==> src/sv/llss_pkg.sv <==
// ----------------------------------------------------------------------------
// llss_pkg
// Shared types and constants for the linear layer with saturating seed unit.
// ----------------------------------------------------------------------------
package llss_pkg;

	localparam int NUM_INPUTS  = 8;
	localparam int NUM_OUTPUTS = 8;

	localparam int WT_DEPTH = NUM_INPUTS * NUM_OUTPUTS;
	localparam int ADDR_W   = (WT_DEPTH > 1) ? $clog2(WT_DEPTH) : 1;
	localparam int CNT_W    = (NUM_OUTPUTS > 1) ? $clog2(NUM_OUTPUTS) : 1;

	localparam int WEIGHT_W = 16;
	localparam int SCORE_W  = 40;
	localparam int PROD_W   = 32;
	localparam int MAXW_W   = 15;

	// command queue between front and back, power-of-two depth
	localparam int CQ_DEPTH = 2;
	localparam int CQ_PTR_W = 1;
	localparam int CQ_CNT_W = 2;

	localparam logic [1:0] KIND_WRITE = 2'd0;
	localparam logic [1:0] KIND_SEED  = 2'd1;
	localparam logic [1:0] KIND_ACT   = 2'd2;

	localparam logic [MAXW_W-1:0] MAXW_RESET = 15'h7fff;

	typedef enum logic [1:0] {
		OP_WRITE,
		OP_SEED,
		OP_ACT
	} op_t;

	typedef enum logic [2:0] {
		ST_IDLE,
		ST_SEED,
		ST_MAC,
		ST_DRAIN,
		ST_EMIT
	} back_state_t;

	typedef struct packed {
		op_t                        op;
		logic [ADDR_W-1:0]          addr;
		logic signed [WEIGHT_W-1:0] value;
		logic signed [7:0]          amount;
		logic                       last;
		logic                       row_ok;
	} cmd_t;

endpackage

==> src/sv/llss_ram.sv <==
// ----------------------------------------------------------------------------
// llss_ram
// Generic single-port-write, single-port-read RAM with registered read data.
// ----------------------------------------------------------------------------
module llss_ram #(
	parameter int WIDTH  = 16,
	parameter int DEPTH  = 64,
	parameter int ADDR_W = (DEPTH > 1) ? $clog2(DEPTH) : 1
) (
	input  logic              clk,
	input  logic              we,
	input  logic [ADDR_W-1:0] waddr,
	input  logic [WIDTH-1:0]  wdata,
	input  logic              re,
	input  logic [ADDR_W-1:0] raddr,
	output logic [WIDTH-1:0]  rdata
);

	logic [WIDTH-1:0] mem_q [DEPTH];

	always_ff @(posedge clk) begin
		if (we) begin
			mem_q[waddr] <= wdata;
		end
		if (re) begin
			rdata <= mem_q[raddr];
		end
	end

endmodule

==> src/sv/llss_front.sv <==
// ----------------------------------------------------------------------------
// llss_front
// Accepts input items, drops the ones with no effect, queues commands.
// ----------------------------------------------------------------------------
module llss_front (
	input  logic                      clk,
	input  logic                      arst_n,
	input  logic                      push,
	output logic                      full,
	input  logic [1:0]                kind,
	input  logic [2:0]                row,
	input  logic [2:0]                column,
	input  logic signed [15:0]        value,
	input  logic signed [7:0]         amount,
	input  logic                      last,
	output logic                      cmd_valid,
	output llss_pkg::cmd_t            cmd,
	input  logic                      cmd_take
);
	import llss_pkg::*;

	cmd_t                q_q [CQ_DEPTH];
	logic [CQ_PTR_W-1:0] wr_ptr_q;
	logic [CQ_PTR_W-1:0] rd_ptr_q;
	logic [CQ_CNT_W-1:0] cnt_q;

	logic        accept;
	logic        keep;
	logic        row_ok;
	logic        col_ok;
	logic [31:0] addr_full;
	cmd_t        cmd_new;

	assign full      = (cnt_q == CQ_CNT_W'(CQ_DEPTH));
	assign accept    = push && !full;
	assign cmd_valid = (cnt_q != '0);
	assign cmd       = q_q[rd_ptr_q];

	assign row_ok = (32'(row) < 32'(NUM_INPUTS));
	assign col_ok = (32'(column) < 32'(NUM_OUTPUTS));

	// activate walks the whole row, so its base address has column zero
	assign addr_full = 32'(row) * 32'(NUM_OUTPUTS) +
		((kind == KIND_ACT) ? 32'd0 : 32'(column));

	always_comb begin
		cmd_new        = '0;
		cmd_new.addr   = addr_full[ADDR_W-1:0];
		cmd_new.value  = value;
		cmd_new.amount = amount;
		cmd_new.last   = last;
		cmd_new.row_ok = row_ok;
		keep           = 1'b0;
		case (kind)
			KIND_WRITE: begin
				cmd_new.op = OP_WRITE;
				keep       = row_ok && col_ok;
			end
			KIND_SEED: begin
				cmd_new.op = OP_SEED;
				keep       = row_ok && col_ok && (value != '0);
			end
			KIND_ACT: begin
				cmd_new.op = OP_ACT;
				// drop a plain activate that has no row to work on
				keep       = row_ok || last;
			end
			default: begin
				cmd_new.op = OP_WRITE;
				keep       = 1'b0;
			end
		endcase
	end

	always_ff @(posedge clk) begin
		if (accept && keep) begin
			q_q[wr_ptr_q] <= cmd_new;
		end
	end

	always_ff @(posedge clk or negedge arst_n) begin
		if (!arst_n) begin
			wr_ptr_q <= '0;
			rd_ptr_q <= '0;
			cnt_q    <= '0;
		end else begin
			if (accept && keep) begin
				wr_ptr_q <= wr_ptr_q + 1'b1;
			end
			if (cmd_take) begin
				rd_ptr_q <= rd_ptr_q + 1'b1;
			end
			if ((accept && keep) && !cmd_take) begin
				cnt_q <= cnt_q + 1'b1;
			end else if (!(accept && keep) && cmd_take) begin
				cnt_q <= cnt_q - 1'b1;
			end
		end
	end

endmodule

==> src/sv/llss_back.sv <==
// ----------------------------------------------------------------------------
// llss_back
// Executes queued commands: weight table, multiply-accumulate, score output.
// ----------------------------------------------------------------------------
module llss_back (
	input  logic                      clk,
	input  logic                      arst_n,
	input  logic                      cmd_valid,
	input  llss_pkg::cmd_t            cmd,
	output logic                      cmd_take,
	input  logic [llss_pkg::MAXW_W-1:0] clamp_limit_q,
	input  logic                      pop,
	output logic                      empty,
	output logic signed [39:0]        score,
	output logic [2:0]                output_index,
	output logic                      end_of_scores
);
	import llss_pkg::*;

	back_state_t state_q, state_d;
	cmd_t        cmd_q;
	logic [CNT_W-1:0] cnt_q;
	logic        cnt_last;

	logic        ram_we;
	logic [ADDR_W-1:0] ram_waddr;
	logic [WEIGHT_W-1:0] ram_wdata;
	logic        ram_re;
	logic [ADDR_W-1:0] ram_raddr;
	logic [WEIGHT_W-1:0] ram_rdata;

	logic        issue;
	logic        emit;

	logic        v_s1;
	logic        v_s2;
	logic signed [PROD_W-1:0] prod_s2;

	logic signed [SCORE_W-1:0] acc_q [NUM_OUTPUTS];
	logic signed [SCORE_W:0]   acc_sum;
	logic signed [SCORE_W-1:0] acc_sat;
	logic signed [SCORE_W-1:0] acc_in;
	logic        acc_shift;

	logic signed [17:0] seed_sum;
	logic signed [17:0] seed_lim;
	logic signed [17:0] seed_clamped;

	logic        out_valid_q;
	logic signed [SCORE_W-1:0] score_q;
	logic [2:0]  index_q;
	logic        eos_q;

	assign cnt_last = (cnt_q == CNT_W'(NUM_OUTPUTS - 1));

	llss_ram #(
		.WIDTH (WEIGHT_W),
		.DEPTH (WT_DEPTH),
		.ADDR_W(ADDR_W)
	) u_weights (
		.clk  (clk),
		.we   (ram_we),
		.waddr(ram_waddr),
		.wdata(ram_wdata),
		.re   (ram_re),
		.raddr(ram_raddr),
		.rdata(ram_rdata)
	);

	// seed: add whole units and clamp symmetrically
	always_comb begin
		seed_sum = 18'(signed'(ram_rdata)) + 18'(signed'({cmd_q.amount, 8'h00}));
		seed_lim = signed'({3'b000, clamp_limit_q});
		if (seed_sum > seed_lim) begin
			seed_clamped = seed_lim;
		end else if (seed_sum < -seed_lim) begin
			seed_clamped = -seed_lim;
		end else begin
			seed_clamped = seed_sum;
		end
	end

	// next state
	always_comb begin
		state_d = state_q;
		case (state_q)
			ST_IDLE: begin
				if (cmd_valid) begin
					case (cmd.op)
						OP_SEED: state_d = ST_SEED;
						OP_ACT: begin
							if (cmd.row_ok) begin
								state_d = ST_MAC;
							end else if (cmd.last) begin
								state_d = ST_EMIT;
							end
						end
						default: state_d = ST_IDLE;
					endcase
				end
			end
			ST_SEED: state_d = ST_IDLE;
			ST_MAC: begin
				if (cnt_last) begin
					state_d = ST_DRAIN;
				end
			end
			ST_DRAIN: begin
				if (!v_s1 && !v_s2) begin
					state_d = cmd_q.last ? ST_EMIT : ST_IDLE;
				end
			end
			ST_EMIT: begin
				if (emit && cnt_last) begin
					state_d = ST_IDLE;
				end
			end
			default: state_d = ST_IDLE;
		endcase
	end

	// outputs of the sequencer
	always_comb begin
		cmd_take  = 1'b0;
		ram_we    = 1'b0;
		ram_waddr = cmd_q.addr;
		ram_wdata = seed_clamped[WEIGHT_W-1:0];
		ram_re    = 1'b0;
		ram_raddr = cmd.addr;
		issue     = 1'b0;
		emit      = 1'b0;
		case (state_q)
			ST_IDLE: begin
				if (cmd_valid) begin
					cmd_take = 1'b1;
					case (cmd.op)
						OP_WRITE: begin
							ram_we    = 1'b1;
							ram_waddr = cmd.addr;
							ram_wdata = cmd.value;
						end
						OP_SEED: ram_re = 1'b1;
						default: ram_re = 1'b0;
					endcase
				end
			end
			ST_SEED: ram_we = 1'b1;
			ST_MAC: begin
				ram_re    = 1'b1;
				ram_raddr = cmd_q.addr + ADDR_W'(cnt_q);
				issue     = 1'b1;
			end
			ST_EMIT: emit = !out_valid_q || pop;
			default: issue = 1'b0;
		endcase
	end

	// accumulate the product, saturating to the score range
	assign acc_sum = 41'(acc_q[0]) + 41'(prod_s2);
	always_comb begin
		if (acc_sum[SCORE_W] != acc_sum[SCORE_W-1]) begin
			acc_sat = acc_sum[SCORE_W] ? {1'b1, {(SCORE_W-1){1'b0}}}
			                           : {1'b0, {(SCORE_W-1){1'b1}}};
		end else begin
			acc_sat = acc_sum[SCORE_W-1:0];
		end
	end

	// accumulators rotate: slot 0 is always the output being worked on
	assign acc_shift = v_s2 || emit;
	assign acc_in    = v_s2 ? acc_sat : '0;

	always_ff @(posedge clk or negedge arst_n) begin
		if (!arst_n) begin
			for (int i = 0; i < NUM_OUTPUTS; i++) begin
				acc_q[i] <= '0;
			end
		end else if (acc_shift) begin
			for (int i = 0; i < NUM_OUTPUTS - 1; i++) begin
				acc_q[i] <= acc_q[i+1];
			end
			acc_q[NUM_OUTPUTS-1] <= acc_in;
		end
	end

	always_ff @(posedge clk) begin
		if (state_q == ST_IDLE && cmd_valid) begin
			cmd_q <= cmd;
		end
		if (v_s1) begin
			prod_s2 <= PROD_W'(signed'(ram_rdata)) * PROD_W'(cmd_q.value);
		end
		if (emit) begin
			score_q <= acc_q[0];
			index_q <= 3'(cnt_q);
			eos_q   <= cnt_last;
		end
	end

	always_ff @(posedge clk or negedge arst_n) begin
		if (!arst_n) begin
			state_q     <= ST_IDLE;
			cnt_q       <= '0;
			v_s1        <= 1'b0;
			v_s2        <= 1'b0;
			out_valid_q <= 1'b0;
		end else begin
			state_q <= state_d;
			v_s1    <= issue;
			v_s2    <= v_s1;
			if (state_q == ST_IDLE) begin
				cnt_q <= '0;
			end else if (issue || emit) begin
				cnt_q <= cnt_last ? '0 : cnt_q + 1'b1;
			end
			if (emit) begin
				out_valid_q <= 1'b1;
			end else if (pop) begin
				out_valid_q <= 1'b0;
			end
		end
	end

	assign empty         = !out_valid_q;
	assign score         = score_q;
	assign output_index  = index_q;
	assign end_of_scores = eos_q;

endmodule

==> src/sv/linear_layer_with_saturating_seed_unit.sv <==
// ----------------------------------------------------------------------------
// linear_layer_with_saturating_seed_unit
// Weight table with seeded updates and a matrix-vector product, Q24.16 scores.
// ----------------------------------------------------------------------------
// Back end: a weight write is done in the cycle it is taken, a seed reads
// the table, then clamps and writes back, and an activate is taken, runs one
// multiply-accumulate per output through the single table read port, then
// drains the read / multiply / accumulate pipeline. After a last activate
// the NUM_OUTPUTS scores follow at most one per cycle.
// Up to two commands queue ahead of the back end, so push stalls only then.
// Reset clears control, accumulators and the clamp limit (to 32767); the
// weight table is not cleared and must be written before use.
// ----------------------------------------------------------------------------
module linear_layer_with_saturating_seed_unit (
	input  logic                       clk,
	input  logic                       arst_n,
	// input items
	input  logic                       push,
	output logic                       full,
	input  logic [1:0]                 kind,
	input  logic [2:0]                 row,
	input  logic [2:0]                 column,
	input  logic signed [15:0]         value,
	input  logic signed [7:0]          amount,
	input  logic                       last,
	// scores
	input  logic                       pop,
	output logic                       empty,
	output logic signed [39:0]         score,
	output logic [2:0]                 output_index,
	output logic                       end_of_scores,
	// configuration
	input  logic                       cfg_valid,
	output logic                       cfg_ready,
	input  logic [llss_pkg::MAXW_W-1:0] clamp_limit
);
	import llss_pkg::*;

	logic              cmd_valid;
	cmd_t              cmd;
	logic              cmd_take;
	logic [MAXW_W-1:0] clamp_limit_q;

	// The clamp bound must be written only while idle, unchecked by the block, so take every transaction.
	assign cfg_ready = 1'b1;

	always_ff @(posedge clk or negedge arst_n) begin
		if (!arst_n) begin
			clamp_limit_q <= MAXW_RESET;
		end else if (cfg_valid && cfg_ready) begin
			clamp_limit_q <= clamp_limit;
		end
	end

	// Front: accept every transaction while the queue has room, drop the ones that
	// change nothing (unused kind, out-of-range index, seed with a zero element),
	// and queue the rest with the table address already worked out.
	llss_front u_front (
		.clk      (clk),
		.arst_n   (arst_n),
		.push     (push),
		.full     (full),
		.kind     (kind),
		.row      (row),
		.column   (column),
		.value    (value),
		.amount   (amount),
		.last     (last),
		.cmd_valid(cmd_valid),
		.cmd      (cmd),
		.cmd_take (cmd_take)
	);

	// Back: one command at a time. Activates stream the row through a
	// read / multiply / accumulate pipeline; the accumulators rotate so the
	// adder always sees slot zero. Scores leave through an output register,
	// so the front keeps filling its queue while a score waits to be popped.
	llss_back u_back (
		.clk          (clk),
		.arst_n       (arst_n),
		.cmd_valid    (cmd_valid),
		.cmd          (cmd),
		.cmd_take     (cmd_take),
		.clamp_limit_q(clamp_limit_q),
		.pop          (pop),
		.empty        (empty),
		.score        (score),
		.output_index (output_index),
		.end_of_scores(end_of_scores)
	);

endmodule

==> config.mk <==
export PLATFORM = sky130hd
export DESIGN_NAME = linear_layer_with_saturating_seed_unit
export DESIGN_NICKNAME = d
export VERILOG_FILES = /design/src/sv/llss_pkg.sv /design/src/sv/llss_ram.sv /design/src/sv/llss_front.sv /design/src/sv/llss_back.sv /design/src/sv/linear_layer_with_saturating_seed_unit.sv
export SDC_FILE = /design/constraint.sdc
export NUM_CORES = 2
export LEC_CHECK = 0
export ABC_AREA = 1
export BUFFER_PORTS_ARGS = -buffer_cell sky130_fd_sc_hd__buf_2
export CORE_MARGIN = 4
export CORE_UTILIZATION = 60
export DETAILED_ROUTE_END_ITERATION = 12
export GPL_TIMING_DRIVEN = 0
export PLACE_DENSITY = 0.82
export RECOVER_POWER = 100
export SYNTH_ARGS = -nofsm -noshare
export SYNTH_HDL_FRONTEND = slang
export SYNTH_SLANG_ARGS = --single-unit
==> constraint.sdc <==
create_clock -name clk -period 7.6 [get_ports clk]
set_clock_uncertainty 0.1 [all_clocks]
set_input_delay 0.76 -clock clk [delete_from_list [all_inputs] [get_ports clk]]
set_output_delay 0.76 -clock clk [all_outputs]
set_load 0.05 [all_outputs]
==> impl_table.tex <==
\begin{tabular}{lr}
\hline
Metric & Value \\
\hline
\multicolumn{2}{l}{\textbf{Place}} \\
Placed Cells incl. Taps & 8955 \\
Post-DP HPWL & 168 mm \\
Final weighted congestion in routability-driven placement & 1.04 \\
\# port buffers & between 90 and 100 \\
\multicolumn{2}{l}{\textbf{STA}} \\
Highest clock frequency the design can meet & roughly 140 MHz \\
Finish-stage setup viols & 0 \\
Setup repair after global routing missed its margin & no \\
Rel. slew slack & -116\% \\
Portion of the clock cycle consumed by the worst path in the final layout & 96.6\% \\
Max-slew violation total from the final report & 984 \\
Final hold vios & 0 \\
Time the worst path needs with I/O delays and setup & 7.34 ns \\
Actual slew at the worst max-slew pin & between 3 and 4 ns \\
\multicolumn{2}{l}{\textbf{Global route}} \\
Via count of the first global-routing pass & 55955 \\
Pin count of the biggest net entering global routing & 112 \\
Remaining global-route overflow & 0 \\
First-pass GRT wire length & 343 mm \\
Global-route usage over all layers & 34.9\% \\
Number of antenna violations at the first check in global routing & 5 \\
\multicolumn{2}{l}{\textbf{Cells and area}} \\
Most frequent cells in the layout & sky130\_fd\_sc\_hd\_\_nand2\_1, sky130\_fd\_sc\_hd\_\_edfxtp\_1, sky130\_fd\_sc\_hd\_\_inv\_1 \\
Net count of the finished layout & 7947 \\
Area added between synthesis and finish & 10.6\% \\
End-of-flow core utilization & 67.0\% \\
Layout cells sized above 1 & 6.73\% \\
Area of combinational cells with multiple inputs & 26700 um\^{}2 \\
Commonest non-fill, non-tap cell in the layout & sky130\_fd\_sc\_hd\_\_nand2\_1 \\
Fillers & 9055 \\
Register cell area after layout & 45200 um\^{}2 \\
Filler-free cell count of the finished design & slightly above 9000 \\
\multicolumn{2}{l}{\textbf{Routing}} \\
Vias after detailed routing & 57010 \\
Initial DRT Pass Iterations & 9 \\
Final ANT Viol Nets & 0 \\
Routed len/inst & 25.3 um \\
Total length of routed wires & 233 mm \\
First-iteration detailed-routing DRC count & 8322 \\
Via density per instance & 6.17 \\
Detailed-route DRC error count & 0 \\
\multicolumn{2}{l}{\textbf{Clocking}} \\
CTS Root Buffer Type & sky130\_fd\_sc\_hd\_\_clkbuf\_16 \\
Post-CTS resize count & 0 \\
Clock net sink count & around 1600 \\
Clock Pin Slew Worst Setup and Hold Paths & 0.06 ns \\
TritonCTS Buffers & 152 \\
Post-CTS setup repair buffer count & 0 \\
Insertion delay to the later sink of the worst-skew pair & 0.81 ns \\
Maximum root-to-sink buffer count & 3 \\
Count of H-tree levels built during CTS & 4 \\
Clock tree from TritonCTS & done \\
\multicolumn{2}{l}{\textbf{Synth}} \\
Proportion of register bits with asynchronous set or reset after synthesis & 22.3\% \\
Adder-Cell Fraction of Synth Area & 9.72\% \\
Post-synthesis register bit count & 1561 \\
Post-synthesis share of cell area spent on and, or, nand and nor gates & 15.6\% \\
Number of warnings printed during yosys synthesis & 0 \\
Net count after synthesis & 7611 \\
Synthesized-area fraction occupied by xor and xnor cells & 0.975\% \\
Mux cell area share after synthesis & 0.0147\% \\
Cell Area, Synth & 76400 um\^{}2 \\
Post-synthesis sequential area ratio & 59.1\% \\
Mean Syn Cell Area & 10.7 um\^{}2 \\
Count of cell types in the netlist & 51 \\
Dominant combinational cell family by area after synthesis & simple AND/OR/NAND/NOR gates \\
Post-synthesis compound-gate area fraction & 8.65\% \\
Synthesized netlist cell count & slightly above 7000 \\
Most used flip-flop cell after synthesis & sky130\_fd\_sc\_hd\_\_edfxtp\_1 \\
Number of synthesized flops with an enable pin & 1213 \\
\multicolumn{2}{l}{\textbf{Worst setup path}} \\
Crit path required time & 8.03 ns \\
Critical path start-end classification & reg2reg \\
Critical Path Fanout Max & 10 \\
Arrival time worst endpoint & 7.77 ns \\
Worst Setup Start Kind & flip-flop \\
Kind of end point of the critical path & flip-flop \\
\multicolumn{2}{l}{\textbf{Die}} \\
Standard-cell row count & 130 \\
Width of the chip & 365 um \\
Y dimension of the die & roughly 360 um \\
Number of top-level design ports & 100 \\
Die footprint & approximately 130000 um\^{}2 \\
Initial core utilization & 60.6\% \\
Area of the core & 126000 um\^{}2 \\
\multicolumn{2}{l}{\textbf{Worst hold path}} \\
Min-delay worst type & in2reg \\
\multicolumn{2}{l}{\textbf{Outcome}} \\
Run status & finished with violations \\
Failing checks & capacitance limit, slew limit \\
\multicolumn{2}{l}{\textbf{Run}} \\
Count of maximum capacitance violations & 35 \\
\hline
\end{tabular}
==> cells in the mapped netlist, drive strengths merged, types with 2 or more instances <==
| cell type | number | area [um^2] |
|---|---|---|
| a31oi | 9 | 56.3 |
| edfxtp | 1213 | 36400 |
| xor2 | 51 | 447 |
| nor2 | 486 | 1830 |
| clkbuf | 183 | 691 |
| nor3 | 18 | 90.1 |
| o21a | 2 | 15.0 |
| a221oi | 3 | 26.3 |
| o21bai | 50 | 375 |
| inv | 735 | 2760 |
| nand2 | 1744 | 6570 |
| and2 | 3 | 18.8 |
| ha | 169 | 2110 |
| nand4 | 29 | 181 |
| a21o | 12 | 90.1 |
| clkinv | 2 | 8.75 |
| nor4 | 8 | 50.1 |
| dfstp | 15 | 394 |
| a21oi | 108 | 548 |
| a21boi | 7 | 52.6 |
| dfrtp | 333 | 8330 |
| xnor2 | 34 | 298 |
| fa | 265 | 5310 |
| o211ai | 433 | 3250 |
| nand3b | 4 | 30.0 |
| nand3 | 396 | 1980 |
| buf | 196 | 1040 |
| o21ai | 422 | 2140 |
| or2 | 186 | 1160 |
==> layer usage <==
metal	up-vias	track usage [%]	routed length, um
met2	4049	54.3	105000
met3	981	8.28	28700
li1	24630	-	-
met5	-	0.109	19
met4	4	21.6	18300
met1	27346	44.8	81500
==> cells by family after synthesis <==
| logic type | count (synthesis) |
|---|---|
| AO/OA/AOI/OAI | 1052 |
| XOR/XNOR | 85 |
| adder cells (fa/ha/maj) | 434 |
| buffers and inverters | 1116 |
| flip-flops | 1561 |
| multiplexers | 1 |
| other | 1 |
| AND/OR/NAND/NOR | 2874 |
==> cell type report <==
type / instances / share of cell area [%]
Sequential cell: 1561 / 53.5
Inverter: 737 / 3.28
Buffer: 379 / 2.00
Clock buffer: 191 / 4.79
Timing Repair Buffer: 182 / 1.21
Multi-Input combinational cell: 4447 / 31.6
Clock inverter: 85 / 1.19
Tap cell: 1650 / 2.44
Antenna cell: 3 / 0.00889
==> path summary, 6_finish.rpt <==
kind / from / cells after the start / endpoint / slack, ns
worst max-delay path: u_back.u_weights.rdata[9] / 19 / u_back.prod_s2[30] / 0.26
worst min-delay path: row[0] / 1 / u_front.q_q[0][28] / 0.05
worst max register to register: u_back.u_weights.rdata[9] / 19 / u_back.prod_s2[30] / 0.26
worst min register to register: u_back.acc_q[52] / 2 / u_back.acc_q[92] / 0.36
max in group asynchronous: arst_n / 4 / u_back.acc_q[16] / 1.53
min in group asynchronous: arst_n / 2 / u_back.acc_q[199] / 1.51
==> worst max-delay path: stages, from the launching register on <==
cell                       delay [ns]
sky130_fd_sc_hd__edfxtp_1        0.50
sky130_fd_sc_hd__clkbuf_1        0.60
sky130_fd_sc_hd__clkbuf_1        0.65
sky130_fd_sc_hd__nand2_1         0.16
sky130_fd_sc_hd__fa_1            0.52
sky130_fd_sc_hd__fa_1            0.60
sky130_fd_sc_hd__fa_1            0.45
sky130_fd_sc_hd__fa_1            0.54
sky130_fd_sc_hd__inv_1           0.05
sky130_fd_sc_hd__fa_1            0.50
sky130_fd_sc_hd__fa_1            0.43
sky130_fd_sc_hd__ha_1            0.35
sky130_fd_sc_hd__nand2_1         0.19
sky130_fd_sc_hd__inv_1           0.08
sky130_fd_sc_hd__a21oi_1         0.50
sky130_fd_sc_hd__o21ai_0         0.40
sky130_fd_sc_hd__nand3_1         0.24
sky130_fd_sc_hd__nand2_1         0.07
sky130_fd_sc_hd__nand2_1         0.08
sky130_fd_sc_hd__nand2_1         0.04
==> what timing repair did <==
item                                   in CTS  in global routing
hold buffers                                1                  0
setup endpoints to repair                   0                  0
endpoints found under the hold margin      62                  0
==> flip-flops by register name, summed over array words and instances (netlist names) <==
| signal | flops |
|---|---|
| u_front.wr_ptr_q | 1 |
| u_back.score | 40 |
| clamp_limit_q | 15 |
| u_back.cmd_q | 31 |
| u_back.cnt_q | 3 |
| u_back.u_weights.rdata | 16 |
| u_back.v_s1 | 1 |
| u_front.rd_ptr_q | 1 |
| u_back.output_index | 3 |
| u_back.state_q | 3 |
| u_back.u_weights.mem_q | 1024 |
| u_back.acc_q | 320 |
| u_back.v_s2 | 1 |
| u_front.cnt_q | 2 |
| u_back.out_valid_q | 1 |
| u_back.end_of_scores | 1 |
| u_back.prod_s2 | 32 |
| u_front.q_q | 66 |
==> through the flow <==
stage                     hold slack [ns]  instance area, um^2  setup TNS [ns]  setup slack, ns
after global placement              0.354                78900        -1684.14            -2.02
after CTS                          0.0121                85800               0            0.476
after detailed placement            0.358                80800               0            0.497
after global routing               0.0331                84400               0           0.0889
after floorplan                     0.342                76400               0             1.76
final                              0.0510                84500               0            0.259
Power is not shown: default switching activity piles up to over one toggle a cycle in this logic, so the estimate is an artifact.
